## config.mk

```make
export PLATFORM = sky130hd
export DESIGN_NAME = bfsa_ctrl
export DESIGN_NICKNAME = d
export VERILOG_FILES = /design/src/hw/rtl/bfsa_pkg.sv /design/src/hw/rtl/bfsa_ctrl.sv
export SDC_FILE = /design/constraint.sdc
export NUM_CORES = 1
export LEC_CHECK = 0
export BUFFER_PORTS_ARGS = -buffer_cell sky130_fd_sc_hd__buf_2
export CORE_AREA = 4 4 41 43
export CTS_CLUSTER_DIAMETER = 120
export DETAILED_ROUTE_END_ITERATION = 10
export DIE_AREA = 0 0 45 47
export GPL_TIMING_DRIVEN = 0
export HOLD_SLACK_MARGIN = 0.15
export SYNTH_ARGS = -nofsm -noshare
export SYNTH_HDL_FRONTEND = slang
export SYNTH_SLANG_ARGS = --single-unit
```

## constraint.sdc

```tcl
create_clock -name clk -period 1.2 [get_ports clk]
set_input_delay 0 -clock clk [delete_from_list [all_inputs] [get_ports clk]]
set_output_delay 0 -clock clk [all_outputs]
set_load 0.02 [all_outputs]
```

## src/hw/rtl/bfsa_pkg.sv

```systemverilog
// Shared types, constants and control structs for the best-fit segment allocator.
// Depends on nothing; every other file of the block uses it.
package bfsa_pkg;

	localparam int unsigned POOL_BYTES    = 1048576;
	localparam int unsigned GRANULE_BYTES = 32;
	localparam int unsigned HEADER_BYTES  = 24;
	localparam int unsigned MAX_SEGMENTS  = 64;

	localparam int unsigned IDX_W   = $clog2(MAX_SEGMENTS);
	localparam int unsigned LINK_W  = IDX_W + 1;
	localparam int unsigned START_W = $clog2(POOL_BYTES);
	localparam int unsigned SIZE_W  = START_W + 1;
	localparam int unsigned NEED_W  = SIZE_W + 1;
	localparam int unsigned REQ_W   = 21;
	localparam int unsigned ADDR_W  = 32;

	localparam logic [ADDR_W-1:0] POOL_BASE_RESET = 32'h0010_0000;
	localparam logic [LINK_W-1:0] SEG_END = LINK_W'(MAX_SEGMENTS);

	typedef enum logic [1:0] {
		ST_OK      = 2'd0,
		ST_ZERO    = 2'd1,
		ST_OOM     = 2'd2,
		ST_BADFREE = 2'd3
	} status_t;

	localparam logic OP_ALLOC = 1'b0;
	localparam logic OP_FREE  = 1'b1;

	typedef struct packed {
		logic [START_W-1:0] start;
		logic [SIZE_W-1:0]  size;
		logic [LINK_W-1:0]  link;
	} seg_row_t;

	localparam seg_row_t ROW0_RESET = '{
		start: '0,
		size:  SIZE_W'(POOL_BYTES - HEADER_BYTES),
		link:  SEG_END
	};

	typedef enum logic [2:0] {
		S_IDLE,
		S_SCAN,
		S_POST,
		S_WRITE_BEST,
		S_DONE
	} state_t;

	typedef struct packed {
		logic accept;
		logic scan;
		logic post;
		logic write_best;
		logic load_out;
	} bfsa_cmd_t;

	typedef struct packed {
		logic trivial;
		logic scan_last;
		logic is_free;
		logic split_go;
	} bfsa_sts_t;

endpackage

```

## src/hw/rtl/bfsa_ctrl.sv

```systemverilog
// Sequencing state machine of the allocator: handshakes and datapath commands.
// Depends on bfsa_pkg for the state type and the command/status structs.
module bfsa_ctrl (
	input  logic                clk,
	input  logic                arst_n,
	input  logic                req_valid,
	output logic                req_ready,
	input  logic                rsp_ready,
	output logic                rsp_valid,
	output bfsa_pkg::bfsa_cmd_t cmd,
	input  bfsa_pkg::bfsa_sts_t sts
);
	import bfsa_pkg::*;

	state_t state_q, state_d;
	logic   out_valid_q;
	logic   out_free;

	assign out_free = !out_valid_q || rsp_ready;

	always_comb begin
		state_d = state_q;
		case (state_q)
			S_IDLE: begin
				if (req_valid) state_d = S_SCAN;
			end
			S_SCAN: begin
				if (sts.trivial) state_d = S_DONE;
				else if (sts.scan_last) state_d = S_POST;
			end
			S_POST: begin
				if (!sts.is_free && sts.split_go) state_d = S_WRITE_BEST;
				else state_d = S_DONE;
			end
			S_WRITE_BEST: state_d = S_DONE;
			S_DONE: begin
				if (out_free) state_d = S_IDLE;
			end
			default: state_d = S_IDLE;
		endcase
	end

	always_comb begin
		cmd = '0;
		req_ready = 1'b0;
		case (state_q)
			S_IDLE: begin
				req_ready  = 1'b1;
				cmd.accept = req_valid;
			end
			S_SCAN:       cmd.scan = 1'b1;
			S_POST:       cmd.post = 1'b1;
			S_WRITE_BEST: cmd.write_best = 1'b1;
			S_DONE:       cmd.load_out = out_free;
			default: begin
				cmd = '0;
			end
		endcase
	end

	always_ff @(posedge clk or negedge arst_n) begin
		if (!arst_n) begin
			state_q     <= S_IDLE;
			out_valid_q <= 1'b0;
		end else begin
			state_q <= state_d;
			if (cmd.load_out) out_valid_q <= 1'b1;
			else if (rsp_ready) out_valid_q <= 1'b0;
		end
	end

	assign rsp_valid = out_valid_q;

endmodule

```

Yosys cells after proc, flatten, opt, wreduce, memory -nomap -nowiden:

Cells that the tools add are included.

* word-level logic and storage cells: 30
* input bits: 8
* register bits: 4
* output and inout port bits: 7

* equality and inequality tests: 7
* reductions and logical operators: 7
* multiplexer cells: 14

Operators by type and width (number)
* $mux 3: 5
* $pmux 3 s5: 1
* $mux 1: 8
* $eq 3x2->1 const B: 2
* $ne 2x2->1 const B: 2
* $eq 3x1->1 const B: 1
* $eq 3x3->1 const B: 1
* $logic_not 3->1: 1
* $ne 3x3->1 const B: 1
* $reduce_and 3->1: 1
* $logic_not 1->1: 2
* $reduce_bool 2->1: 1
* $logic_and 1x1->1: 1
* $logic_or 1x1->1: 1

Longest topological paths before layout:

Gate-level depths: netlist of the first run.

* word-level depth: 4
* gate-level depth with buffers: 4
* mapped depth without buffers: 3

Worst setup path before layout of the first run:

Ideal clock, no wire load.

* kind: register to output
* from: register state_q[2]
* to: output port cmd[4] in the netlist's numbering
* cell stages (with the launch flop): 4
* buffers on the path: 1
* required time: 1.200 ns
* path slack: -0.187 ns
* arrival: 1.387 ns
* cells stage by stage: dfrtp_1 > clkbuf_1 > nor3_1 > and2_1

RTL lines
* start: declaration: RTL line bfsa_ctrl.sv:15 `state_t state_q, state_d;`
* start signal: assignment: RTL line bfsa_ctrl.sv:66 `state_q <= state_d;`
* end: declaration: RTL line bfsa_ctrl.sv:10 `output bfsa_pkg::bfsa_cmd_t cmd,`

==> flow_summary.json, run 1 <==
{
  "outcome": "finished clean",
  "post-route-min-period_ns": 1.152,
  "drive_gt1_share_pct": 49.02,
  "number_of_global_route_vias_before_repair": 242,
  "final_core_area_utilization_pct": 33.85,
  "transition_time_at_the_pin_with_the_least_slew_margin_ns": 0.2470,
  "syn_avg_cell_area_um2": 8.990,
  "power_leakage_nw": 0.2226,
  "total_number_of_placement_rows": 13,
  "die-height_um": 47,
  "worstSetupEndpointType": "primary output",
  "least_setup_slack_across_all_paths_after_layout_ns": 0.04793,
  "skew_pair_late_insertion_delay_ns": 0.23,
  "antenna-diode-count": 0,
  "stdcell_area_um2": 440.4,
  "fin_cells": 66,
  "placedCellCount": 56,
  "synth.yosys.warnings": 0,
  "path_clk_slew_ns": 0.04,
  "worst_ep_required_time_ns": 1.20,
  "ys_types": 16,
  "final_hold_violations": 0,
  "wl_per_cell_um": 9.591,
  "power-per-cell-area_nw_per_um2": 2082,
  "critical_path.startpoint_type": "flop",
  "detail-route-antenna-nets": 0,
  "route.final.wire_length_um": 633,
  "postPlaceCellArea_um2": 336.6,
  "cap_viol_max_count": 0,
  "worst_hold_check_path_type": "in -> reg",
  "post-route-period-util_pct": 96.01,
  "via_per_inst": 4.348,
  "synth_largest_type_area_fraction_pct": 41.24,
  "route.vias.total": 287,
  "grt_max_degree": 10,
  "tritoncts.num_buffers": 3,
  "die_w_um": 45,
  "grt_usage_pct": 6.820,
  "ys_top_cells_by_area": "dfrtp_1 41%, nor3b_1 9.3%, nand2_1 6.2%, nand2b_4 5.7%, nand2b_1 5.2%",
  "finalSetupViolCount": 0,
  "timing.final.max_slew_violations": 0,
  "die_area_um2": 2115,
  "grt-ovfl-total": 0,
  "top_level_ports": 15,
  "io_buffers": 14,
  "worst_relative_slew_slack_pct": 83.50,
  "number_of_h_tree_branching_levels": 1,
  "synth.net_count": 35,
  "synth-seq-cells": 4,
  "synth-seq-area-share_pct": 41.24,
  "pre_antenna_drt_iters": 4,
  "grt_pass1_wl_um": 931,
  "rsz_0062_raised_after_global_routing": "true",
  "vdd.ir_drop.worst_v": 0.0005470,
  "route.detailed.drc": 0,
  "dr.first_iter.drc_count": 5,
  "skew_ns": 0.001997,
  "antenna_violations_before_repair": 0,
  "critical_path_class": "reg -> out",
  "tritoncts": "done",
  "synth.largest_area_cell": "dfrtp_1",
  "worstPathArrival_ns": 1.15,
  "pre_cts_ws_ns": 0.09870,
  "cts-root-buf": "clkbuf_4",
  "routabilityCongestion": 0.6141,
  "crit_fanout": 7,
  "fmax_mhz": 868.0,
  "area_growth_syn_to_layout_pct": 81.44,
  "clkSinkCount": 4,
  "post_syn_instances": 27,
  "synthesis.area_um2": 242.7,
  "final_net_count": 61,
  "start_util_pct": 18.65,
  "max-clock-path-buffers": 2,
  "design.core.area_um2": 1301
}
worst max-delay path, cell delays in order (launching register included):
cell and delay [ns]:
dfrtp_2 0.44, nor3_2 0.20, and2_1 0.15, buf_4 0.13
Yosys cell counts:
library cell	count
and3_1	1
nor3b_1	3
a21oi_1	2
nor3_1	1
nor2_1	2
a31oi_1	1
or3b_1	1
and3b_1	1
nand2b_1	2
nand2b_4	1
and2_1	1
o32ai_1	1
buf_4	1
dfrtp_1	4
clkbuf_1	1
nand2_1	4
flip-flops by register name, indices dropped and copies added (netlist names):
signal     cells
rsp_valid      1
state_q        3
through the flow:
stage          hold WS, ns  power [mW]   TNS [ns]
2_1_floorplan      -0.2956      0.5462          0
3_3_place_gp       -0.1936      0.6789          0
3_5_place_dp       -0.1928      0.6877          0
4_1_cts             0.1503      0.8802  -0.003415
5_1_grt             0.1702      0.9939   -0.04917
6_report            0.1542      0.9171          0
cell usage in the layout, fill, tap and decap left out, types with 2 or more instances in the layout:
cell | synthesis | layout
clkbuf_4 | 0 | 3
nand2b_1 | 2 | 2
a21oi_1 | 2 | 2
nand2_1 | 4 | 4
dfrtp_1 | 4 | 2
dlygate4sd3_1 | 0 | 6
dfrtp_2 | 0 | 2
buf_2 | 0 | 12
nor3b_1 | 3 | 3
buf_4 | 1 | 5
layer usage:
metal	GRT usage, %	wire length, um	vias up	part of all wire (%)
li1	-	-	142	-
met1	6.207	240	132	38
met2	10.73	301	13	48
met3	6.897	91	0	14
met4	1.754	0	0	0
met5	0	0	-	0
final cells by class:
class	count	area, um2
fill	138	860.8
timing repair buffer	22	150.1
multi-input combinational	21	138.9
sequential	4	102.6
clock buffer	3	22.52
tap	15	18.77
buffer	1	7.507
repair_timing:
action                     in CTS  in global routing
hold endpoints to repair        8                  0
hold buffers                    6                  0
resized for setup               2                  3
setup endpoints to repair       6                  3
buffers inserted                0                  2
cell families (layout without fill, tap and decap cells):
group / count (synthesis) / in the layout / share of synthesized area [%]
AND/OR/NAND/NOR: 17 / 17 / 43.81
AO/OA/AOI/OAI: 4 / 4 / 10.31
flip-flops: 4 / 4 / 41.24
buffers and inverters: 2 / 26 / 4.639
path summary, 6_finish.rpt:
path | start | end | slack (ns) | cells after the start
setup / recovery | state_q[2]$_DFFE_PN0P_ | cmd[4] | 0.05 | 3
hold / removal | sts[0] | state_q[1]$_DFFE_PN0P_ | 0.15 | 4
setup reg to reg | state_q[1]$_DFFE_PN0P_ | state_q[0]$_DFFE_PN0P_ | 0.09 | 4
hold reg to reg | rsp_valid$_DFFE_PN0P_ | rsp_valid$_DFFE_PN0P_ | 0.51 | 2
max in group asynchronous | arst_n | state_q[0]$_DFFE_PN0P_ | 0.35 | 3
min in group asynchronous | arst_n | rsp_valid$_DFFE_PN0P_ | 0.67 | 3
report_power, final:
| group | internal [mW] | switching [mW] |
|---|---|---|
| Clock | 0.112 | 0.0519 |
| Combinational | 0.232 | 0.257 |
| Sequential | 0.194 | 0.0706 |
| Total | 0.537 | 0.380 |
Power figures use the tool's default switching activity.
==> run 2: changes to the inputs <==
Clock period 1.2 ns to 1 ns, I/O delays scaled along.
==> flow_summary.json, run 2 (same netlist as run 1, synthesis figures left out) <==
{
  "start_util_pct": 18.65,
  "top_level_ports": 15,
  "crit_chain": "nor3_4, and2_4, buf_6",
  "place.detailed.hpwl_um": 475.8,
  "fmax_mhz": 861.5,
  "final_net_count": 64,
  "worstPathArrival_ns": 1.16,
  "antenna-diode-count": 0,
  "r2r_setup_slk_ns": -0.14,
  "worst_hold_check_path_type": "in -> reg",
  "critical_path_class": "reg -> out",
  "grt_pass1_wl_mm": 1.297,
  "vdd.ir_drop.worst_v": 0.001005,
  "outcome": "complete, but fails checks",
  "wl_per_cell_um": 12.84,
  "detail-route-antenna-nets": 0,
  "mostFrequentLayoutCells": "9 x buf_2, 6 x buf_6, 6 x buf_4",
  "post-route-min-period_ns": 1.161,
  "pre_antenna_drt_iters": 2,
  "rsz_0062_raised_after_global_routing": "true",
  "final_hold_violations": 0,
  "tritoncts.num_buffers": 3,
  "critical_path.startpoint_type": "flop",
  "most_common_library_cell_in_the_layout_ignoring_fill_and_taps": "buf_2",
  "failed_checks": "negative setup slack",
  "skew_ns": 0.004419,
  "cts-root-buf": "clkbuf_4",
  "io_buffers": 14,
  "antenna_violations_before_repair": 0,
  "least_setup_slack_across_all_paths_after_layout_ns": -0.1607,
  "max-clock-path-buffers": 2,
  "die_w_um": 45,
  "dr.first_iter.drc_count": 5,
  "worst_relative_slew_slack_pct": 86.82,
  "critical-path-top-delay-family": "flip-flops",
  "grt_usage_pct": 9.120,
  "timing.critical_path.slowest_cell_delay_ns": 0.47,
  "registers.top_by_ff_count": "state_q",
  "power_leakage_nw": 0.2588,
  "drive_gt1_share_pct": 69.09,
  "routabilityCongestion": 0.7280,
  "route.vias.total": 306,
  "finalSetupViolCount": 9,
  "tritoncts": "done",
  "route.final.wire_length_um": 899,
  "design.core.area_um2": 1301,
  "holdBufCountCts": 5,
  "stdcell_area_um2": 549.3,
  "grt_max_degree": 10,
  "path_clk_slew_ns": 0.04,
  "timing.critical_path.buf_inv": 1,
  "clkSinkCount": 4,
  "grt-ovfl-total": 0,
  "skew_pair_late_insertion_delay_ns": 0.24,
  "postPlaceCellArea_um2": 354.1,
  "total_number_of_placement_rows": 13,
  "die_area_um2": 2115,
  "worst_ep_required_time_ns": 1.00,
  "via_per_inst": 4.371,
  "post-route-period-util_pct": 116.1,
  "flip_flop_count_of_the_largest_register_after_layout": 3,
  "area_growth_syn_to_layout_pct": 126.3,
  "pre_cts_ws_ns": -0.07244,
  "route.detailed.drc": 0,
  "worst_path_max_delay_cell": "dfrtp_2",
  "transition_time_at_the_pin_with_the_least_slew_margin_ns": 0.1976,
  "timing.final.max_slew_violations": 0,
  "worstSetupEndpointType": "primary output",
  "number_of_global_route_vias_before_repair": 315,
  "die-height_um": 47,
  "crit_fanout": 7,
  "number_of_h_tree_branching_levels": 1,
  "cap_viol_max_count": 0,
  "power-per-cell-area_nw_per_um2": 2836
}
-- run 2: timing repair --
action	4_1_cts	5_1_grt
pin swaps	0	4
resized for setup	10	12
buffers inserted	2	4
hold endpoints to repair	8	1
setup endpoints to repair	9	9
-- run 2: worst paths after layout --
| kind | startpoint | end | cells after the start |
|---|---|---|---|
| setup / recovery | state_q[0]$_DFFE_PN0P_ | cmd[4] | 3 |
| hold / removal | rsp_ready | rsp_valid$_DFFE_PN0P_ | 3 |
| setup reg to reg | state_q[0]$_DFFE_PN0P_ | state_q[1]$_DFFE_PN0P_ | 4 |
| hold reg to reg | rsp_valid$_DFFE_PN0P_ | rsp_valid$_DFFE_PN0P_ | 2 |
| max in group asynchronous | arst_n | state_q[2]$_DFFE_PN0P_ | 3 |
| min in group asynchronous | arst_n | state_q[1]$_DFFE_PN0P_ | 3 |
-- run 2: cell type report --
class,count,area [um2]
flip-flops and latches,4,102.6
repair buffers,25,196.4
plain buffers,1,11.26
multi-input cells,21,193.9
well taps,15,18.77
clock buffers,4,26.28
fillers,140,752.0
-- run 2: metal layers --
layer	vias to the layer above	GRT usage [%]	routed length, um
li1	149	-	-
met1	138	8.736	310
met2	15	15.25	494
met3	4	1.149	53
met4	0	11.70	40
met5	-	0	0
-- run 2: stage by stage --
step,std cells,util (%),hold slack [ns],power (mW),TNS [ns]
final,70,42.21,0.1071,1.558,-0.9389
after CTS,66,36.54,0.07495,1.281,-0.7814
after floorplan,27,-,-0.2956,0.7068,-0.2820
after global routing,70,42.21,0.1563,1.662,-1.503
after detailed placement,56,27.21,-0.1947,0.8804,-0.2058
after global placement,56,27.21,-0.1948,0.8729,-0.1636
-- run 2: report_power, final --
group / switching, mW / internal (mW) / total (mW)
Sequential: 0.102 / 0.232 / 0.335
Clock: 0.0686 / 0.150 / 0.219
Combinational: 0.454 / 0.551 / 1.00
-- run 2: worst reg2reg max path, stage by stage, from the launching register on --
cell and delay (ns):
dfrtp_2 0.46, buf_4 0.17, nor3b_4 0.19, nand2_1 0.10, a21oi_2 0.15
==> run 3: changes to the inputs <==
--- a/config.mk
+++ b/config.mk
@@ -7,2 +7,3 @@
 export LEC_CHECK = 0
+export ABC_AREA = 1
 export BUFFER_PORTS_ARGS = -buffer_cell sky130_fd_sc_hd__buf_2
--- a/constraint.sdc
+++ b/constraint.sdc
@@ -3,2 +3,2 @@
 set_output_delay 0 -clock clk [all_outputs]
-set_load 0.02 [all_outputs]
+set_load 0.005 [all_outputs]
==> flow_summary.json, run 3 <==
{
  "fin_cells": 84,
  "synth_largest_type_area_fraction_pct": 38.10,
  "flip_flop_count_of_the_largest_register_after_layout": 3,
  "antenna-diode-count": 0,
  "critical_path_class": "reg -> reg",
  "cap_viol_max_count": 0,
  "p_int_mw": 0.7253,
  "grtUsageMet2_pct": 13.28,
  "path_clk_slew_ns": 0.04,
  "tritoncts": "done",
  "synth.cells.most_frequent": "10 x inv_1, 7 x nor2_1, 6 x nand2_1",
  "grt_pass1_wl_mm": 1.166,
  "power_leakage_nw": 0.2810,
  "p_comb_share_pct": 55.4,
  "rsz_0062_raised_after_global_routing": "true",
  "grt_max_degree": 7,
  "registers.top_by_ff_count": "state_q",
  "synth.net_count": 49,
  "synthesis.area_um2": 262.8,
  "tritoncts.num_buffers": 3,
  "synth-seq-cells": 4,
  "route.vias.total": 364,
  "timing.final.max_slew_violations": 0,
  "antenna_violations_before_repair": 0,
  "skew_ns": 0.0006533,
  "skew_pair_late_insertion_delay_ns": 0.23,
  "yosys_most_used_dff": "dfrtp_1",
  "cts-root-buf": "clkbuf_4",
  "synth-edff-count": 0,
  "transition_time_at_the_pin_with_the_least_slew_margin_ns": 0.1833,
  "crit_chain": "buf_4, nand3_2, inv_1, buf_4, nand2_1, nand3_1",
  "area_growth_syn_to_layout_pct": 98.10,
  "io_buffers": 14,
  "synth.yosys.warnings": 0,
  "worst_hold_check_path_type": "in -> reg",
  "final_net_count": 79,
  "final_hold_violations": 0,
  "outcome": "complete, but fails checks",
  "die_area_um2": 2115,
  "synth-seq-area-share_pct": 38.10,
  "vdd.ir_drop.worst_v": 0.0006649,
  "top_level_ports": 15,
  "routabilityCongestion": 0.7159,
  "failed_checks": "negative setup slack",
  "post-route-period-util_pct": 111.0,
  "report.power.total_mw": 1.226,
  "most_common_library_cell_in_the_layout_ignoring_fill_and_taps": "buf_2",
  "async_reset_ff_share_pct": 100.0,
  "die-height_um": 47,
  "least_setup_slack_across_all_paths_after_layout_ns": -0.1102,
  "pre_antenna_drt_iters": 4,
  "syn_avg_cell_area_um2": 6.409,
  "grt_most_used_layer": "met2",
  "worstSetupEndpointType": "flop",
  "n_fill_cell": 140,
  "wl_per_cell_um": 9.571,
  "grt-ovfl-total": 0,
  "crit_fanout": 6,
  "place.detailed.hpwl_um": 523.5,
  "critPathMostFrequentCell": "buf_4",
  "worstPathArrival_ns": 1.21,
  "post-route-min-period_ns": 1.110,
  "fmax_mhz": 900.8,
  "clkSinkCount": 4,
  "via_per_inst": 4.333,
  "worst_relative_slew_slack_pct": 87.74,
  "dr.first_iter.drc_count": 6,
  "ys_types": 12,
  "synth_most_common_cell": "inv_1",
  "critical_path.startpoint_type": "flop",
  "detail-route-antenna-nets": 0,
  "mostFrequentLayoutCells": "13 x buf_2, 8 x inv_1, 7 x dlygate4sd3_1",
  "timing.critical_path.slowest_cell_delay_ns": 0.45,
  "grt_use_met1_pct": 8.295,
  "route.detailed.drc": 0,
  "max-clock-path-buffers": 2,
  "start_util_pct": 20.19,
  "power.switching_fraction_pct": 40.86,
  "placedCellCount": 70,
  "finalSetupViolCount": 9,
  "p_sw_mw": 0.5011,
  "post_syn_instances": 41,
  "number_of_global_route_vias_before_repair": 299,
  "design.core.area_um2": 1301,
  "power-per-cell-area_nw_per_um2": 2356,
  "ys_top_cells_by_area": "dfrtp_1 38%, inv_1 14%, nor2_1 10%, nand3_1 9.5%, nand2_1 8.6%",
  "number_of_h_tree_branching_levels": 1,
  "grt_usage_pct": 7.778,
  "seq_power_share_pct": 29.0,
  "die_w_um": 45,
  "clockPowerShare_pct": 15.6,
  "worst_path_max_delay_cell": "dfrtp_2",
  "worst_ep_required_time_ns": 1.10,
  "route.final.wire_length_um": 804,
  "synth.largest_area_cell": "dfrtp_1",
  "total_number_of_placement_rows": 13,
  "drive_gt1_share_pct": 49.28,
  "grt.met3_usage_pct": 4.598
}
[run 3: area by class of cell]
cell class	instances	area [um2]	area share (%)
Tap cell	15	18.77	3.606
Clock buffer	3	22.52	4.327
Inverter	10	37.54	7.212
Multi-Input combinational cell	27	161.4	31.01
Timing Repair Buffer	25	176.4	33.89
Sequential cell	4	103.9	19.95
[run 3: path summary, 6_finish.rpt]
path                       slack, ns  cells after the start                      to                   start
max                            -0.11                      6  state_q[2]$_DFFE_PN0P_  state_q[1]$_DFFE_PN0P_
min                             0.20                      5  state_q[1]$_DFFE_PN0P_               req_valid
max reg2reg                    -0.11                      6  state_q[2]$_DFFE_PN0P_  state_q[1]$_DFFE_PN0P_
min reg2reg                     0.56                      2   rsp_valid$_DFFE_PN0P_   rsp_valid$_DFFE_PN0P_
max in group asynchronous       0.16                      3  state_q[1]$_DFFE_PN0P_                  arst_n
min in group asynchronous       0.66                      3  state_q[0]$_DFFE_PN0P_                  arst_n
[run 3: critical path, delay by kind of cell (launching register included)]
kind	cells	cell delay, ns
DFF	1	0.45
buffers and inverters	3	0.32
and+or+nand+nor	3	0.21
[run 3: logic make-up after synthesis]
group / Yosys count / synth area share [%]
and+or+nand+nor: 23 / 39.05
DFF: 4 / 38.10
AOI/OAI and AO/OA: 4 / 8.571
buffers and inverters: 10 / 14.29
[run 3: what timing repair did]
| item | 4_1_cts | 5_1_grt |
|---|---|---|
| setup buffers | 3 | 1 |
| gates resized for setup | 3 | 12 |
| pin swaps | 3 | 3 |
| endpoints found under the hold margin | 8 | 0 |
| endpoints found under the setup margin | 8 | 9 |
| hold buffers | 7 | 0 |
[run 3: per-layer routing]
| metal | part of all wire (%) | vias up | wire [um] |
|---|---|---|---|
| li1 | - | 186 | - |
| met1 | 40 | 169 | 322 |
| met2 | 53 | 9 | 425 |
| met3 | 7.1 | 0 | 57 |
| met4 | 0 | 0 | 0 |
| met5 | 0 | - | 0 |
[run 3: per-stage QoR]
step	util (%)	hold slack (ns)	cell area (um2)	setup TNS, ns	setup slack (ns)
3_5_place_dp	27.02	-0.1906	351.6	-0.03977	-0.02338
4_1_cts	36.15	0.1852	470.5	-0.4489	-0.08712
5_1_grt	40.00	0.2423	520.5	-1.069	-0.1546
2_1_floorplan	-	-0.2956	262.8	0	0.03621
6_report	40.00	0.2002	520.5	-0.5097	-0.1102
3_3_place_gp	27.02	-0.1932	351.6	-0.04940	-0.03088
[run 3: power by group through the flow]
| stage | Combinational (mW) | Sequential, mW | Clock (mW) |
|---|---|---|---|
| final | 0.679 | 0.355 | 0.191 |
| after global routing | 0.750 | 0.369 | 0.221 |
| after CTS | 0.558 | 0.313 | 0.209 |
| after detailed placement | 0.462 | 0.305 | 0 |
| after global placement | 0.461 | 0.306 | 0 |
| after floorplan | 0.292 | 0.295 | 0 |
